<file path="src/rtl/dfr_pkg.sv">
// Shared types, codes and defaults for the delimited frame receiver.
`default_nettype none

package dfr_pkg;

    localparam int MAX_DELIMITER_BYTES_DEF = 8;
    localparam int MAX_FRAME_BYTES_DEF     = 4096;

    // Fixed field widths of the interface.
    localparam int BYTE_W     = 8;
    localparam int POS_W      = 12;
    localparam int FLEN_W     = 13;
    localparam int DLEN_CFG_W = 4;
    localparam int PAT_CFG_W  = 64;
    localparam int CFG_IDX_W  = 2;
    localparam int TDATA_O_W  = 40;
    localparam int TUSER_O_W  = 3;

    // Configuration register indexes.
    localparam logic [CFG_IDX_W-1:0] REG_PATTERN = 2'd0;
    localparam logic [CFG_IDX_W-1:0] REG_DLEN    = 2'd1;
    localparam logic [CFG_IDX_W-1:0] REG_MAXLEN  = 2'd2;

    // Reset values of the configuration registers.
    localparam logic [PAT_CFG_W-1:0]  PATTERN_RST = 64'd10;
    localparam logic [DLEN_CFG_W-1:0] DLEN_RST    = 4'd1;
    localparam logic [FLEN_W-1:0]     MAXLEN_RST  = 13'd4096;

    typedef enum logic [1:0] {
        ST_CONTINUE = 2'd0,
        ST_FOUND    = 2'd1,
        ST_CLOSED   = 2'd2,
        ST_OVERFLOW = 2'd3
    } frame_status_t;

    // One window lane as it moves from cell to cell.
    typedef struct packed {
        logic [BYTE_W-1:0] data;
        logic              valid;
    } lane_t;

    // Per-word control broadcast to every cell.
    typedef struct packed {
        logic advance;
        logic clear;
    } cell_ctrl_t;

    typedef struct packed {
        frame_status_t       frame_status;
        logic                frame_done;
        logic [FLEN_W-1:0]   frame_length;
        logic                store_valid;
        logic [POS_W-1:0]    byte_position;
        logic [BYTE_W-1:0]   stored_byte;
    } result_t;

endpackage

`default_nettype wire

</file>
<file path="src/rtl/delimited_frame_receiver.sv">
// Top level of the delimited frame receiver: cell window, frame counter and output stage.
//
// The s_ channel carries one received byte per word in s_tdata; s_tuser high
// marks a link-closed event instead of a byte. Every accepted word gives exactly
// one result word on the m_ channel: the byte and its frame position for the
// frame buffer, the frame length so far, and a status. m_tlast marks the last
// result of a frame (delimiter found, link closed or overflow).
// The cfg channel writes the delimiter pattern, its length and the frame length
// limit; cfg_ready is always high and writes are meant for an idle block.
// The delimiter window is a row of byte cells, one per delimiter byte, that
// shift together and compare their lanes in parallel, so one word is accepted
// every cycle while s_tready is high; results leave through a registered output stage.
// Reset empties the window, the frame counter and the output stage and loads
// the register defaults (line feed delimiter, length 1, limit 4096).
// When the receiver stalls, one further word is taken into a skid register;
// after that s_tready drops until the result on m_ is taken, and no result
// is lost or repeated.
`default_nettype none

module delimited_frame_receiver #(
    parameter int MAX_DELIMITER_BYTES = dfr_pkg::MAX_DELIMITER_BYTES_DEF,
    parameter int MAX_FRAME_BYTES     = dfr_pkg::MAX_FRAME_BYTES_DEF
) (
    input  wire                                aclk,
    input  wire                                aresetn,
    input  wire                                s_tvalid,
    output logic                               s_tready,
    input  wire  [7:0]                         s_tdata,   // [7:0] rx_byte
    input  wire                                s_tuser,   // [0] link_closed
    output logic                               m_tvalid,
    input  wire                                m_tready,
    // [7:0] stored_byte, [19:8] byte_position, [32:20] frame_length, [39:33] zero
    output logic [dfr_pkg::TDATA_O_W-1:0]      m_tdata,
    output logic [dfr_pkg::TUSER_O_W-1:0]      m_tuser,   // [0] store_valid, [2:1] frame_status
    output logic                               m_tlast,
    input  wire                                cfg_valid,
    output logic                               cfg_ready,
    input  wire  [dfr_pkg::CFG_IDX_W-1:0]      cfg_index,
    input  wire  [dfr_pkg::PAT_CFG_W-1:0]      cfg_data
);

    localparam int PAT_W = 8 * MAX_DELIMITER_BYTES;
    localparam int DL_W  = $clog2(MAX_DELIMITER_BYTES + 1);
    localparam int CNT_W = $clog2(MAX_FRAME_BYTES + 1);

    logic [PAT_W-1:0]                   pat_reg;
    logic [dfr_pkg::DLEN_CFG_W-1:0]     dlen_reg;
    logic [dfr_pkg::FLEN_W-1:0]         maxlen_reg;
    logic [CNT_W-1:0]                   cnt_reg, cnt_next;

    logic [DL_W-1:0]                    dlen_eff;
    logic [CNT_W-1:0]                   limit_eff;
    logic [CNT_W-1:0]                   count;
    logic                               closed;
    logic                               accept;
    logic                               match;
    logic                               over;
    logic                               terminal;
    logic                               core_ready;
    logic                               out_valid;
    dfr_pkg::frame_status_t             status;
    dfr_pkg::cell_ctrl_t                ctrl;
    dfr_pkg::lane_t                     chain [0:MAX_DELIMITER_BYTES];
    logic [MAX_DELIMITER_BYTES-1:0]     lane_ok;
    dfr_pkg::result_t                   res;
    dfr_pkg::result_t                   out_res;

    // Configuration registers.
    assign cfg_ready = 1'b1;

    always_ff @(posedge aclk) begin
        if (!aresetn) begin
            pat_reg    <= dfr_pkg::PATTERN_RST[PAT_W-1:0];
            dlen_reg   <= dfr_pkg::DLEN_RST;
            maxlen_reg <= dfr_pkg::MAXLEN_RST;
        end else if (cfg_valid) begin
            case (cfg_index)
                dfr_pkg::REG_PATTERN: pat_reg    <= cfg_data[PAT_W-1:0];
                dfr_pkg::REG_DLEN:    dlen_reg   <= cfg_data[dfr_pkg::DLEN_CFG_W-1:0];
                dfr_pkg::REG_MAXLEN:  maxlen_reg <= cfg_data[dfr_pkg::FLEN_W-1:0];
                default: ;
            endcase
        end
    end

    // A length of zero acts as one, and values beyond the hardware are clamped.
    always_comb begin
        if (dlen_reg == '0) begin
            dlen_eff = DL_W'(1);
        end else if (32'(dlen_reg) > MAX_DELIMITER_BYTES) begin
            dlen_eff = DL_W'(MAX_DELIMITER_BYTES);
        end else begin
            dlen_eff = DL_W'(dlen_reg);
        end
        if (maxlen_reg == '0) begin
            limit_eff = CNT_W'(1);
        end else if (32'(maxlen_reg) > MAX_FRAME_BYTES) begin
            limit_eff = CNT_W'(MAX_FRAME_BYTES);
        end else begin
            limit_eff = CNT_W'(maxlen_reg);
        end
    end

    assign closed = s_tuser;
    assign accept = s_tvalid && core_ready;
    assign count  = cnt_reg + CNT_W'(1);

    // The newest byte enters the first cell; every cell passes its byte on.
    assign chain[0].data  = s_tdata;
    assign chain[0].valid = 1'b1;

    genvar gi;
    generate
        for (gi = 0; gi < MAX_DELIMITER_BYTES; gi++) begin : g_cell
            dfr_cell u_cell (
                .aclk     (aclk),
                .aresetn  (aresetn),
                .ctrl     (ctrl),
                .pat_byte (pat_reg[8*gi +: 8]),
                .lane_en  (DL_W'(gi) < dlen_eff),
                .prev     (chain[gi]),
                .cur      (chain[gi+1]),
                .lane_ok  (lane_ok[gi])
            );
        end
    endgenerate

    // A lane that still lacks a byte of this frame fails, which covers short frames.
    assign match    = !closed && (&lane_ok);
    assign over     = !closed && !match && (count >= limit_eff);
    assign terminal = closed || match || over;

    assign ctrl.advance = accept;
    assign ctrl.clear   = terminal;

    always_comb begin
        if (closed) begin
            status = dfr_pkg::ST_CLOSED;
        end else if (match) begin
            status = dfr_pkg::ST_FOUND;
        end else if (over) begin
            status = dfr_pkg::ST_OVERFLOW;
        end else begin
            status = dfr_pkg::ST_CONTINUE;
        end
    end

    always_comb begin
        cnt_next = cnt_reg;
        if (accept) begin
            cnt_next = terminal ? '0 : count;
        end
    end

    always_ff @(posedge aclk) begin
        if (!aresetn) begin
            cnt_reg <= '0;
        end else begin
            cnt_reg <= cnt_next;
        end
    end

    always_comb begin
        res.stored_byte   = closed ? '0 : s_tdata;
        res.byte_position = closed ? '0 : dfr_pkg::POS_W'(cnt_reg);
        res.store_valid   = !closed;
        res.frame_length  = closed ? dfr_pkg::FLEN_W'(cnt_reg) : dfr_pkg::FLEN_W'(count);
        res.frame_status  = status;
        res.frame_done    = terminal;
    end

    dfr_skid u_skid (
        .aclk      (aclk),
        .aresetn   (aresetn),
        .in_valid  (s_tvalid),
        .in_ready  (core_ready),
        .in_data   (res),
        .out_valid (out_valid),
        .out_ready (m_tready),
        .out_data  (out_res)
    );

    assign s_tready = core_ready;
    assign m_tvalid = out_valid;
    assign m_tdata  = {7'd0, out_res.frame_length, out_res.byte_position, out_res.stored_byte};
    assign m_tuser  = {out_res.frame_status, out_res.store_valid};
    assign m_tlast  = out_res.frame_done;

    // Assertions.
    a_stall_needs_result: assert property (@(posedge aclk) disable iff (!aresetn)
        !s_tready |-> m_tvalid)
        else $error("input stalled with no result pending");

    a_last_matches_status: assert property (@(posedge aclk) disable iff (!aresetn)
        m_tvalid |-> (m_tlast == (m_tuser[2:1] != dfr_pkg::ST_CONTINUE)))
        else $error("frame end flag disagrees with status");

    a_window_within_frame: assert property (@(posedge aclk) disable iff (!aresetn)
        chain[MAX_DELIMITER_BYTES].valid |-> (32'(cnt_reg) >= MAX_DELIMITER_BYTES))
        else $error("window holds more bytes than the current frame");

    a_closed_no_store: assert property (@(posedge aclk) disable iff (!aresetn)
        (m_tvalid && (m_tuser[2:1] == dfr_pkg::ST_CLOSED)) |-> !m_tuser[0])
        else $error("link-closed result marked as a store");

endmodule

`default_nettype wire

</file>
<file path="src/rtl/dfr_cell.sv">
// One window cell: holds a byte of the current frame and checks one delimiter lane.
`default_nettype none

module dfr_cell (
    input  wire                              aclk,
    input  wire                              aresetn,
    input  dfr_pkg::cell_ctrl_t              ctrl,
    input  wire  [dfr_pkg::BYTE_W-1:0]       pat_byte,
    input  wire                              lane_en,
    input  dfr_pkg::lane_t                   prev,
    output dfr_pkg::lane_t                   cur,
    output logic                             lane_ok
);

    logic [dfr_pkg::BYTE_W-1:0] data_reg;
    logic                       valid_reg;

    // The compare looks at the byte this cell will hold after the shift.
    assign lane_ok = !lane_en || (prev.valid && (prev.data == pat_byte));

    always_ff @(posedge aclk) begin
        if (!aresetn) begin
            valid_reg <= 1'b0;
        end else if (ctrl.advance) begin
            valid_reg <= ctrl.clear ? 1'b0 : prev.valid;
        end
    end

    always_ff @(posedge aclk) begin
        if (ctrl.advance) begin
            data_reg <= prev.data;
        end
    end

    assign cur.data  = data_reg;
    assign cur.valid = valid_reg;

endmodule

`default_nettype wire

</file>
<file path="src/rtl/dfr_skid.sv">
// Two-entry output register that lets the input side run while a result waits.
`default_nettype none

module dfr_skid (
    input  wire                aclk,
    input  wire                aresetn,
    input  wire                in_valid,
    output logic               in_ready,
    input  dfr_pkg::result_t   in_data,
    output logic               out_valid,
    input  wire                out_ready,
    output dfr_pkg::result_t   out_data
);

    logic              out_valid_reg, out_valid_next;
    logic              skid_valid_reg, skid_valid_next;
    dfr_pkg::result_t  out_data_reg, out_data_next;
    dfr_pkg::result_t  skid_data_reg, skid_data_next;
    logic              accept;
    logic              take;

    assign in_ready = !skid_valid_reg;
    assign accept   = in_valid && !skid_valid_reg;
    assign take     = out_valid_reg && out_ready;

    always_comb begin
        out_valid_next  = out_valid_reg;
        skid_valid_next = skid_valid_reg;
        out_data_next   = out_data_reg;
        skid_data_next  = skid_data_reg;
        if (!out_valid_reg || take) begin
            if (skid_valid_reg) begin
                out_valid_next  = 1'b1;
                out_data_next   = skid_data_reg;
                skid_valid_next = accept;
                if (accept) begin
                    skid_data_next = in_data;
                end
            end else begin
                out_valid_next = accept;
                if (accept) begin
                    out_data_next = in_data;
                end
            end
        end else if (accept) begin
            skid_valid_next = 1'b1;
            skid_data_next  = in_data;
        end
    end

    always_ff @(posedge aclk) begin
        if (!aresetn) begin
            out_valid_reg  <= 1'b0;
            skid_valid_reg <= 1'b0;
        end else begin
            out_valid_reg  <= out_valid_next;
            skid_valid_reg <= skid_valid_next;
        end
    end

    always_ff @(posedge aclk) begin
        out_data_reg  <= out_data_next;
        skid_data_reg <= skid_data_next;
    end

    assign out_valid = out_valid_reg;
    assign out_data  = out_data_reg;

endmodule

`default_nettype wire

</file>
<file path="config.mk">
export PLATFORM = sky130hd
export DESIGN_NAME = delimited_frame_receiver
export DESIGN_NICKNAME = d
export VERILOG_FILES = /design/src/rtl/dfr_pkg.sv /design/src/rtl/delimited_frame_receiver.sv /design/src/rtl/dfr_cell.sv /design/src/rtl/dfr_skid.sv
export SDC_FILE = /design/constraint.sdc
export NUM_CORES = 1
export LEC_CHECK = 0
export BUFFER_PORTS_ARGS = -buffer_cell sky130_fd_sc_hd__buf_2
export CAP_MARGIN = 20
export CORE_MARGIN = 1
export CORE_UTILIZATION = 58
export DETAILED_ROUTE_END_ITERATION = 7
export GPL_TIMING_DRIVEN = 0
export PLACE_DENSITY = 0.81
export SYNTH_ARGS = -nofsm -noshare
export SYNTH_HDL_FRONTEND = slang
export SYNTH_HIERARCHICAL = 1
export SYNTH_SLANG_ARGS = --single-unit
</file>
<file path="constraint.sdc">
create_clock -name aclk -period 5.06 [get_ports aclk]
set_clock_uncertainty 0.05 [all_clocks]
set_input_delay 0.506 -clock aclk [delete_from_list [all_inputs] [get_ports aclk]]
set_output_delay 0.506 -clock aclk [all_outputs]
set_load 0.01 [all_outputs]
</file>
==> flow_summary.toml <==
[detailed_routing]
first_pass_iters = 4
drc = 0
routedWlPerCell_um = 16.5
vias = 6858
finalWirelength_mm = 21.3
drtAntennaViolNets = 0
vias_per_cell = 5.30
dr.first_iter.drc_count = 450

[final_layout]
area_growth_syn_to_layout_pct = 17.6
multi_input_area_mm2 = 0.00387
largest_register_ffs = 64
layout-drive-gt1-share_pct = 22.7
regArea_mm2 = 0.00597
fin_util_pct = 69.6
fin_area_mm2 = 0.0120
nets = 1145
num-fill-cells = 1250

[sta]
worstMarginPinSlew_ns = 0.848
fin_crit_sh_pct = 84.1
finalSetupViolCount = 0
setup-tns-final_ns = 0
slew_viol_final = 0
hold_viol = 0
worst_slew_margin_rel_pct = 43.2
final.setup.worst_slack_ns = 0.807
max_freq_mhz = 235
rsz0062_at_grt = "false"
min_period_ns = 4.25

[critical_path]
crit_type = "reg2reg"
worstPathCellList = "ha_1, and3_1, nand3_1, nor2_1, xor2_1, ha_1, a21oi_1, a2bb2oi_1, nand2_1, nor4_4, nand2_1, mux2_2"
path_buf_inv = 0
rr_startpoint = "cnt_reg[0]"
rrSetupSlack_ns = 0.81
r2r_cells = 12
required_ns = 5.26
cpMaxStageDelayCell = "nor4_4"
crit_fanout = 10
max_stage_delay_ns = 0.53
cp-end-kind = "flop"
worst_setup_path_start_kind = "flop"
worstPathArrival_ns = 4.45
r2r_end = "u_skid/out_data[34]"
crit_family = "simple AND/OR/NAND/NOR gates"

[cts]
clkSlewWorstSetupHoldPaths_ns = 0.06
clock_latency_ns = 0.51
hold_buffers = 0
cts_root_buffer = "clkbuf_16"
cts.sinks = 233
cts_resized = 0
cts_buffer_depth = 3
post_cts_buffers = 0
cts_max_level = 1
cts_tree = "yes"
cts_buffers = 24

[floorplanning]
start_util_pct = 59.2
core.rowCount = 48
die_x_um = 135
dieArea_mm2 = 0.0181
die_h_um = 135
pin_count = 127
core_area_mm2 = 0.0172

[placement]
dp_hpwl_mm = 15.2
globalplace.congestion = 0.860
placed_cell_area_mm2 = 0.0112
place_ws_ns = 0.943
numPortBuffers = 118

[outcome]
status = "complete, no violations"

[global_routing]
antenna_found_initial = 3
grt_overflow = 0
grt_pass1_vias = 6787
grt.total_usage_pct = 24.6
grt_max_degree = 44
grt_first_pass_wirelength_mm = 34.7

[min_path]
hp-class = "in2reg"
hold_start = "s_tdata[6]"
hold_end = "g_cell[0].u_cell/data_reg[6]"
holdPathStages = 1

[job]
drv_cap = 0

[synthesis]
syn_avg_cell_area_um2 = 11.4
netlist_area_mm2 = 0.0102
syn_inst = 892
yosysWarnings = 6

[power]
vdd_drop_max_mv = 0.290
p_leak_nw = 4.50
p_per_area_mw_per_mm2 = 349
p_total_w = 0.00419
-- where the power goes --
group	internal, W	total (W)	switching (W)
Clock	0.00105	0.00176	0.000709
Sequential	0.00208	0.00213	0.0000442
Combinational	0.000135	0.000307	0.000172
-- final cells by class --
class / instances / area share (%)
Multi-Input combinational cell: 595 / 32.3
Clock buffer: 37 / 6.10
Antenna cell: 1 / 0.0209
Inverter: 14 / 0.438
Sequential cell: 233 / 49.7
Buffer: 59 / 2.93
Timing Repair Buffer: 123 / 5.57
Tap cell: 225 / 2.35
Clock inverter: 7 / 0.532
-- placed cells by master, fill, tap and decap left out, drive strengths merged, types with 6 or more instances in the layout --
cell    instances
a21boi         76
a21oi           6
and2            9
buf           153
clkbuf         66
conb           11
dfxtp         103
edfxtp        130
ha             15
inv            14
mux2           37
nand2         194
nand3          20
nand4          15
nor2           20
nor2b          28
o21ai           6
o22ai           7
o31ai           8
xnor2          76
xor2           10
-- per-layer routing --
layer / wire length, um / share of wire, % / track usage, %
met5: 11 / 0.052 / 0
met1: 9610 / 45 / 33.8
met2: 9950 / 47 / 40.1
met4: 334 / 1.6 / 6.62
met3: 1400 / 6.6 / 4.80
-- metrics by stage --
step | std cells | hold WS, ns
global route | 1293 | 0.166
global placement | 1244 | 0.405
detailed placement | 1249 | 0.407
finish | 1294 | 0.176
floorplan | 901 | 0.393
CTS | 1293 | 0.153
-- worst max path at each step --
stage               start                        to  slack (ns)  cells past startpoint
2_1_floorplan    m_tready   u_skid/skid_data_reg[0]        1.06                      2
3_3_place_gp     m_tready  u_skid/skid_data_reg[24]       -0.47                      3
3_5_place_dp   cnt_reg[0]       u_skid/out_data[34]        0.94                     12
4_1_cts        cnt_reg[0]       u_skid/out_data[34]        0.89                     12
5_1_grt        cnt_reg[0]       u_skid/out_data[34]        0.42                     12
6_report       cnt_reg[0]       u_skid/out_data[34]        0.81                     12
No activity file was read; power rests on OpenSTA's default activity.
